## src/design/calu_pkg.sv

```systemverilog
// Shared types and operation codes for the accumulator ALU.
`timescale 1ns / 1ps
`default_nettype none

package calu_pkg;

   // Operation codes carried on the request channel.
   typedef enum logic [4:0] {
      OP_OR        = 5'd0,
      OP_AND       = 5'd1,
      OP_XOR       = 5'd2,
      OP_ADC       = 5'd3,
      OP_SBC       = 5'd4,
      OP_CMP       = 5'd5,
      OP_CMP_INDEX = 5'd6,
      OP_BIT       = 5'd7,
      OP_ASL       = 5'd8,
      OP_ROL       = 5'd9,
      OP_LSR       = 5'd10,
      OP_ROR       = 5'd11,
      OP_INC       = 5'd12,
      OP_DEC       = 5'd13,
      OP_LOAD      = 5'd14,
      OP_SEC       = 5'd15,
      OP_CLC       = 5'd16,
      OP_CLV       = 5'd17,
      OP_NOP       = 5'd18
   } op_type;

   localparam int unsigned OP_WIDTH   = 5;
   localparam int unsigned BYTE_WIDTH = 8;

   // Architectural state: accumulator and the four status flags.
   typedef struct packed {
      logic [BYTE_WIDTH-1:0] acc;
      logic                  carry;
      logic                  zero;
      logic                  negative;
      logic                  overflow;
   } alu_state_type;

endpackage

`default_nettype wire

```

## src/design/calu_core.sv

```systemverilog
// Combinational datapath: one ALU operation on the current accumulator and flags.
`timescale 1ns / 1ps
`default_nettype none

module calu_core (
   input  wire logic [calu_pkg::OP_WIDTH-1:0]   op,
   input  wire logic [calu_pkg::BYTE_WIDTH-1:0] operand,
   input  wire logic [calu_pkg::BYTE_WIDTH-1:0] index_value,
   input  wire logic                            on_accumulator,
   input  wire calu_pkg::alu_state_type         state_cur,
   output calu_pkg::alu_state_type              state_nxt,
   output logic [calu_pkg::BYTE_WIDTH-1:0]      value
);

   logic [7:0] a;
   logic [7:0] lhs;
   logic [7:0] rhs;
   logic       cin;
   logic [8:0] sum;
   logic [7:0] shift_src;
   logic [7:0] shift_res;
   logic       shift_carry;
   logic [7:0] mem_value;
   logic       mem_result;

   assign a = state_cur.acc;

   // Shared adder: adc adds the operand, sbc and compares add its complement.
   always_comb begin
      lhs = (op == calu_pkg::OP_CMP_INDEX) ? index_value : a;
      rhs = (op == calu_pkg::OP_ADC) ? operand : ~operand;
      cin = ((op == calu_pkg::OP_ADC) || (op == calu_pkg::OP_SBC)) ? state_cur.carry : 1'b1;
      sum = {1'b0, lhs} + {1'b0, rhs} + {8'b0, cin};
   end

   // Shifter and rotator on either the operand or the accumulator.
   always_comb begin
      shift_src = on_accumulator ? a : operand;
      if ((op == calu_pkg::OP_ASL) || (op == calu_pkg::OP_ROL)) begin
         shift_carry = shift_src[7];
         shift_res   = {shift_src[6:0], (op == calu_pkg::OP_ROL) & state_cur.carry};
      end else begin
         shift_carry = shift_src[0];
         shift_res   = {(op == calu_pkg::OP_ROR) & state_cur.carry, shift_src[7:1]};
      end
   end

   // Next state and write-back value per operation.
   always_comb begin
      state_nxt  = state_cur;
      mem_result = 1'b0;
      mem_value  = '0;
      unique case (op)
         calu_pkg::OP_OR, calu_pkg::OP_AND, calu_pkg::OP_XOR, calu_pkg::OP_LOAD: begin
            unique case (op)
               calu_pkg::OP_OR:  state_nxt.acc = a | operand;
               calu_pkg::OP_AND: state_nxt.acc = a & operand;
               calu_pkg::OP_XOR: state_nxt.acc = a ^ operand;
               default:          state_nxt.acc = operand;
            endcase
            state_nxt.negative = state_nxt.acc[7];
            state_nxt.zero     = (state_nxt.acc == 8'h00);
         end
         calu_pkg::OP_ADC: begin
            state_nxt.acc      = sum[7:0];
            state_nxt.carry    = sum[8];
            state_nxt.overflow = ~(a[7] ^ operand[7]) & (a[7] ^ sum[7]);
            state_nxt.negative = sum[7];
            state_nxt.zero     = (sum[7:0] == 8'h00);
         end
         calu_pkg::OP_SBC: begin
            state_nxt.acc      = sum[7:0];
            state_nxt.carry    = sum[8];
            state_nxt.overflow = (a[7] ^ operand[7]) & (a[7] ^ sum[7]);
            state_nxt.negative = sum[7];
            state_nxt.zero     = (sum[7:0] == 8'h00);
         end
         calu_pkg::OP_CMP, calu_pkg::OP_CMP_INDEX: begin
            state_nxt.carry    = sum[8];
            state_nxt.negative = sum[7];
            state_nxt.zero     = (lhs == operand);
         end
         calu_pkg::OP_BIT: begin
            state_nxt.negative = operand[7];
            state_nxt.overflow = operand[6];
            state_nxt.zero     = ((a & operand) == 8'h00);
         end
         calu_pkg::OP_ASL, calu_pkg::OP_ROL, calu_pkg::OP_LSR, calu_pkg::OP_ROR: begin
            state_nxt.carry    = shift_carry;
            state_nxt.negative = shift_res[7];
            state_nxt.zero     = (shift_res == 8'h00);
            if (on_accumulator) begin
               state_nxt.acc = shift_res;
            end else begin
               mem_result = 1'b1;
               mem_value  = shift_res;
            end
         end
         calu_pkg::OP_INC, calu_pkg::OP_DEC: begin
            mem_result         = 1'b1;
            mem_value          = (op == calu_pkg::OP_INC) ? operand + 8'd1 : operand - 8'd1;
            state_nxt.negative = mem_value[7];
            state_nxt.zero     = (mem_value == 8'h00);
         end
         calu_pkg::OP_SEC: state_nxt.carry    = 1'b1;
         calu_pkg::OP_CLC: state_nxt.carry    = 1'b0;
         calu_pkg::OP_CLV: state_nxt.overflow = 1'b0;
         // nop and unused codes leave the state alone
         default: state_nxt = state_cur;
      endcase
      value = mem_result ? mem_value : state_nxt.acc;
   end

endmodule

`default_nettype wire

```

## src/design/cpu_alu_and_status_flags.sv

```systemverilog
// Top level of the 8-bit accumulator ALU with N, Z, C and V status flags.
//
//   Channel   Direction  Payload
//   req_      in         tdata: op, operand, index_value; tuser: on_accumulator
//   rsp_      out        tdata: value, accumulator, carry, zero, negative, overflow
//
// A request is registered on entry in the input register, evaluated in one pass
// against the accumulator and flags, and the result registered in the result register.
// One request per cycle is sustained while responses are taken; the accumulator and carry
// feedback closes through the single combinational datapath in calu_core.
// Reset clears the accumulator, all flags and both valid bits.
// A stalled response holds the input register, which then stalls requests.
`timescale 1ns / 1ps
`default_nettype none

module cpu_alu_and_status_flags (
   input  wire logic        clock,
   input  wire logic        reset,
   input  wire logic        req_tvalid,
   output logic             req_tready,
   input  wire logic [23:0] req_tdata,  // [4:0] op, [12:5] operand, [20:13] index_value, zeros
   input  wire logic        req_tuser,  // [0] on_accumulator
   output logic             rsp_tvalid,
   input  wire logic        rsp_tready,
   output logic [23:0]      rsp_tdata   // [7:0] value, [15:8] accumulator, [16] carry_out,
                                        // [17] zero_out, [18] negative_out,
                                        // [19] overflow_out, zeros
);

   logic                    in_valid_ff;
   logic [4:0]              in_op_ff;
   logic [7:0]              in_operand_ff;
   logic [7:0]              in_index_ff;
   logic                    in_on_acc_ff;
   calu_pkg::alu_state_type state_ff;
   calu_pkg::alu_state_type state_in;
   logic [7:0]              value_in;
   logic                    out_valid_ff;
   logic [7:0]              out_value_ff;
   logic                    advance;

   // Move a request into the result register when it is empty or draining.
   assign advance    = in_valid_ff && (!out_valid_ff || rsp_tready);
   assign req_tready = !in_valid_ff || advance;

   // Input register.
   always_ff @(posedge clock) begin
      if (reset) begin
         in_valid_ff <= 1'b0;
      end else if (req_tready) begin
         in_valid_ff <= req_tvalid;
      end
      if (req_tready && req_tvalid) begin
         in_op_ff      <= req_tdata[4:0];
         in_operand_ff <= req_tdata[12:5];
         in_index_ff   <= req_tdata[20:13];
         in_on_acc_ff  <= req_tuser;
      end
   end

   calu_core u_core (
      .op             (in_op_ff),
      .operand        (in_operand_ff),
      .index_value    (in_index_ff),
      .on_accumulator (in_on_acc_ff),
      .state_cur      (state_ff),
      .state_nxt      (state_in),
      .value          (value_in)
   );

   // Architectural state and result register.
   always_ff @(posedge clock) begin
      if (reset) begin
         state_ff     <= '0;
         out_valid_ff <= 1'b0;
      end else begin
         if (advance) begin
            state_ff <= state_in;
         end
         if (advance) begin
            out_valid_ff <= 1'b1;
         end else if (rsp_tready) begin
            out_valid_ff <= 1'b0;
         end
      end
      if (advance) begin
         out_value_ff <= value_in;
      end
   end

   // The accumulator and flags in the response are the state the request left.
   assign rsp_tvalid = out_valid_ff;
   assign rsp_tdata  = {4'b0000, state_ff.overflow, state_ff.negative, state_ff.zero,
                        state_ff.carry, state_ff.acc, out_value_ff};

endmodule

`default_nettype wire
```

## config.mk

```make
export PLATFORM = sky130hd
export DESIGN_NAME = cpu_alu_and_status_flags
export DESIGN_NICKNAME = d
export VERILOG_FILES = /design/src/design/calu_pkg.sv /design/src/design/calu_core.sv /design/src/design/cpu_alu_and_status_flags.sv
export SDC_FILE = /design/constraint.sdc
export NUM_CORES = 1
export LEC_CHECK = 0
export BUFFER_PORTS_ARGS = -buffer_cell sky130_fd_sc_hd__clkbuf_2
export CAP_MARGIN = 20
export CORE_MARGIN = 1.5
export CORE_UTILIZATION = 50
export DETAILED_ROUTE_END_ITERATION = 6
export GPL_ROUTABILITY_DRIVEN = 0
export PLACE_DENSITY_LB_ADDON = 0.08
export SETUP_SLACK_MARGIN = 0.05
export SLEW_MARGIN = 20
export SYNTH_ARGS = -nofsm -noshare
export SYNTH_HDL_FRONTEND = slang
export SYNTH_SLANG_ARGS = --single-unit
```

## constraint.sdc

```tcl
create_clock -name clock -period 4.4 [get_ports clock]
set_clock_uncertainty 0.2 [all_clocks]
set_input_delay 0 -clock clock [delete_from_list [all_inputs] [get_ports clock]]
set_output_delay 0 -clock clock [all_outputs]
set_load 0.02 [all_outputs]
```

==> out/qor.yml <==
finalMaxSlewViolations: 0
crit_fanout: 12
rsz0062_at_grt: "false"
rows: 32
area_growth_pct: 17.3
synth-edff-count: 30
port_buffers: 47
layout_setup_ws_ps: 242
die_w_um: 93.4
ys_seq_area_frac: 0.289
async_flop_share: 0
hold_viol_final: 0
clk_latency_ps: 310
cts_resized: 0
dp_worst_setup_slack_ps: 314
synth_area_leaders: "edfxtp_1 (22%), ha_1 (9.5%), dfxtp_1 (6.9%)"
antenna_cells: 0
layout.nets: 580
synthAdderAreaFrac: 0.110
grt_max_degree: 27
core_mm2: 0.00781
grt_overflow: 0
fin_crit_ps: 4160
status: "completed"
setup_viol: 0
required_ps: 4350
synth_xor_area_frac: 0.0429
worst_pin_slew_ps: 755
ios: 55
grt_use_total: 0.290
antenna_found_initial: 0
drtIter0Drc: 468
crit_arrival_ps: 4100
cts_setup_buffers: 0
htree_levels: 2
fillerInstances: 702
first_pass_iters: 5
drv_cap: 0
yosysWarnings: 0
cts_sinks: 44
cellPowerDensity_mw_per_mm2: 248
die_y_um: 93.4
syn-instance-count: 447
worstHoldPathType: "input pin to register"
grt_pass1_wl_mm: 19.4
critPathKind: "register to register"
synth_top_area_frac: 0.221
setup_tns_ps: 0
wl_per_cell_um: 19.3
drt_drc_violations_left: 0
dominantRegCellSynth: "edfxtp_1"
vias: 3916
die_area_mm2: 0.00872
slew_headroom: 0.494
start_util: 0.523
finalCritPeriodShare: 0.945
fmax_mhz: 240
cts_tree: "yes"
cts_made_buffers: 5
ys_types: 80
ir_worst_vdd_mv: 0.108
syn_avg_cell_area_um2: 9.14
drive_gt1_frac: 0.191
hpwl_mm: 8.82
synth_compound_area_frac: 0.236
routed_wl_mm: 12.0
synth_largest_area_cell: "edfxtp_1"
synth_top_family_by_area: "compound AO/OA/AOI/OAI gates"
synth_seq_cells: 44
vias_per_cell: 6.32
clkTransAtPathRegs_ps: 90
synth.mux.area_fraction: 0.0674
syn_area_mm2: 0.00408
yosys.area_share.simple: 0.189
cts_root_buf: "clkbuf_8"
cp-start-kind: "register"
p_leak_uw: 0.00187
worstSetupEndpointType: "register"
grt_pass1_vias: 3767
ant_nets: 0
cts_buffer_depth: 2
==> cell usage in the layout, fill, tap and decap left out, drive strengths merged, types with 4 or more instances in the layout <==
cell type    instances
nor2                34
xor2                 6
o31ai                4
nor2b                7
clkbuf              53
dfxtp               14
a21o                 4
nand2b               9
inv                 25
nand4                4
a22oi                4
o21ai               20
o211ai               8
a221oi               5
and2                 5
edfxtp              30
o221ai               8
buf                 15
a31oi                5
xnor2               14
mux4                 7
nor4                 7
conb                 4
ha                  31
a211oi              12
a21oi               24
or3                  6
nor3                12
mux2                 8
nand2               34
dlygate4sd3         28
o21a                 8
==> synthesized netlist by cell type (all sizes together), types with 3 or more instances <==
cell / count
inv: 24
o211ai: 8
mux2: 8
nor2: 34
and2: 5
clkbuf: 13
nand4: 4
or3: 6
a21oi: 24
a21boi: 3
o21a: 8
xor2: 6
nand2b: 9
a221oi: 5
nor3: 12
o21ai: 20
mux4: 7
nor4: 7
nor2b: 7
nor3b: 3
a222oi: 3
dfxtp: 14
o221ai: 8
nand2: 34
buf: 17
a211o: 3
a21o: 4
ha: 31
a31oi: 5
fa: 3
o31a: 3
xnor2: 14
o31ai: 4
nand3: 3
edfxtp: 30
or2: 3
o22ai: 3
a211oi: 12
a22oi: 4
==> per-stage QoR <==
step | cell area, µm² | power (µW) | hold slack [ps] | utilization | std cells
after global routing | 4790 | 1250 | 195 | 0.613 | 620
after CTS | 4790 | 1190 | 187 | 0.613 | 620
final | 4790 | 1190 | 191 | 0.613 | 620
after global placement | 4400 | 857 | -23.2 | 0.563 | 584
after detailed placement | 4400 | 863 | -21.4 | 0.563 | 584
after floorplan | 4100 | 759 | -132 | - | 450
==> flip-flops by register name, summed over array words and instances (netlist names) <==
signal / flops
in_index_ff: 8
in_valid_ff: 1
in_operand_ff: 8
in_on_acc_ff: 1
rsp_tvalid: 1
out_value_ff: 8
in_op_ff: 5
rsp_tdata: 12
==> path summary, 6_finish.rpt <==
kind	startpoint	end	slack, ps	depth (start not counted)
max reg2reg	in_op_ff[2]	out_value_ff[6]	240	12
min reg2reg	rsp_tdata[18]	rsp_tdata[18]	270	2
max	in_op_ff[2]	out_value_ff[6]	240	12
min	req_tdata[13]	in_index_ff[0]	190	2
==> area by class of cell <==
cell class              instances  area [µm²]  share of cell area
flip-flops and latches         44        1180               0.247
multi-input cells             351        2650               0.553
clock buffers                   6        93.8              0.0196
inverters                      25        93.8              0.0196
well taps                     102         128              0.0266
repair buffers                 90         628               0.131
clock inverters                 2        16.3             0.00340
==> repair_timing <==
action | CTS | global route
hold buffers | 28 | 0
setup endpoints to repair | 0 | 0
hold endpoints to repair | 36 | 0
==> cell families (layout without fill, tap and decap cells) <==
| logic type | after synthesis | in the layout |
|---|---|---|
| compound gates | 135 | 135 |
| simple gates | 141 | 141 |
| buf+inv | 55 | 123 |
| other cells | 1 | 4 |
| xor+xnor | 20 | 20 |
| fa+ha+maj | 34 | 34 |
| mux | 17 | 17 |
| flops | 44 | 44 |
==> report_power, final <==
group	switching (µW)	internal [µW]
combinational	215	161
clock	156	148
sequential	35.6	470
==> per-layer routing <==
metal	wire [µm]	GRT usage
met2	5540	0.475
met5	0	0
met1	4970	0.378
met4	404	0.114
met3	1060	0.0504
==> critical path, stage by stage (launching register included) <==
cell and delay (ps):
edfxtp_1 560, or3_1 560, nor2_2 230, xnor2_1 110, fa_1 480, inv_1 90, fa_1 210, nor2b_1 70
o31a_1 270, o31a_1 260, or3_1 450, o221a_2 300, o211ai_1 190
No activity file was read; power rests on OpenSTA's default activity.
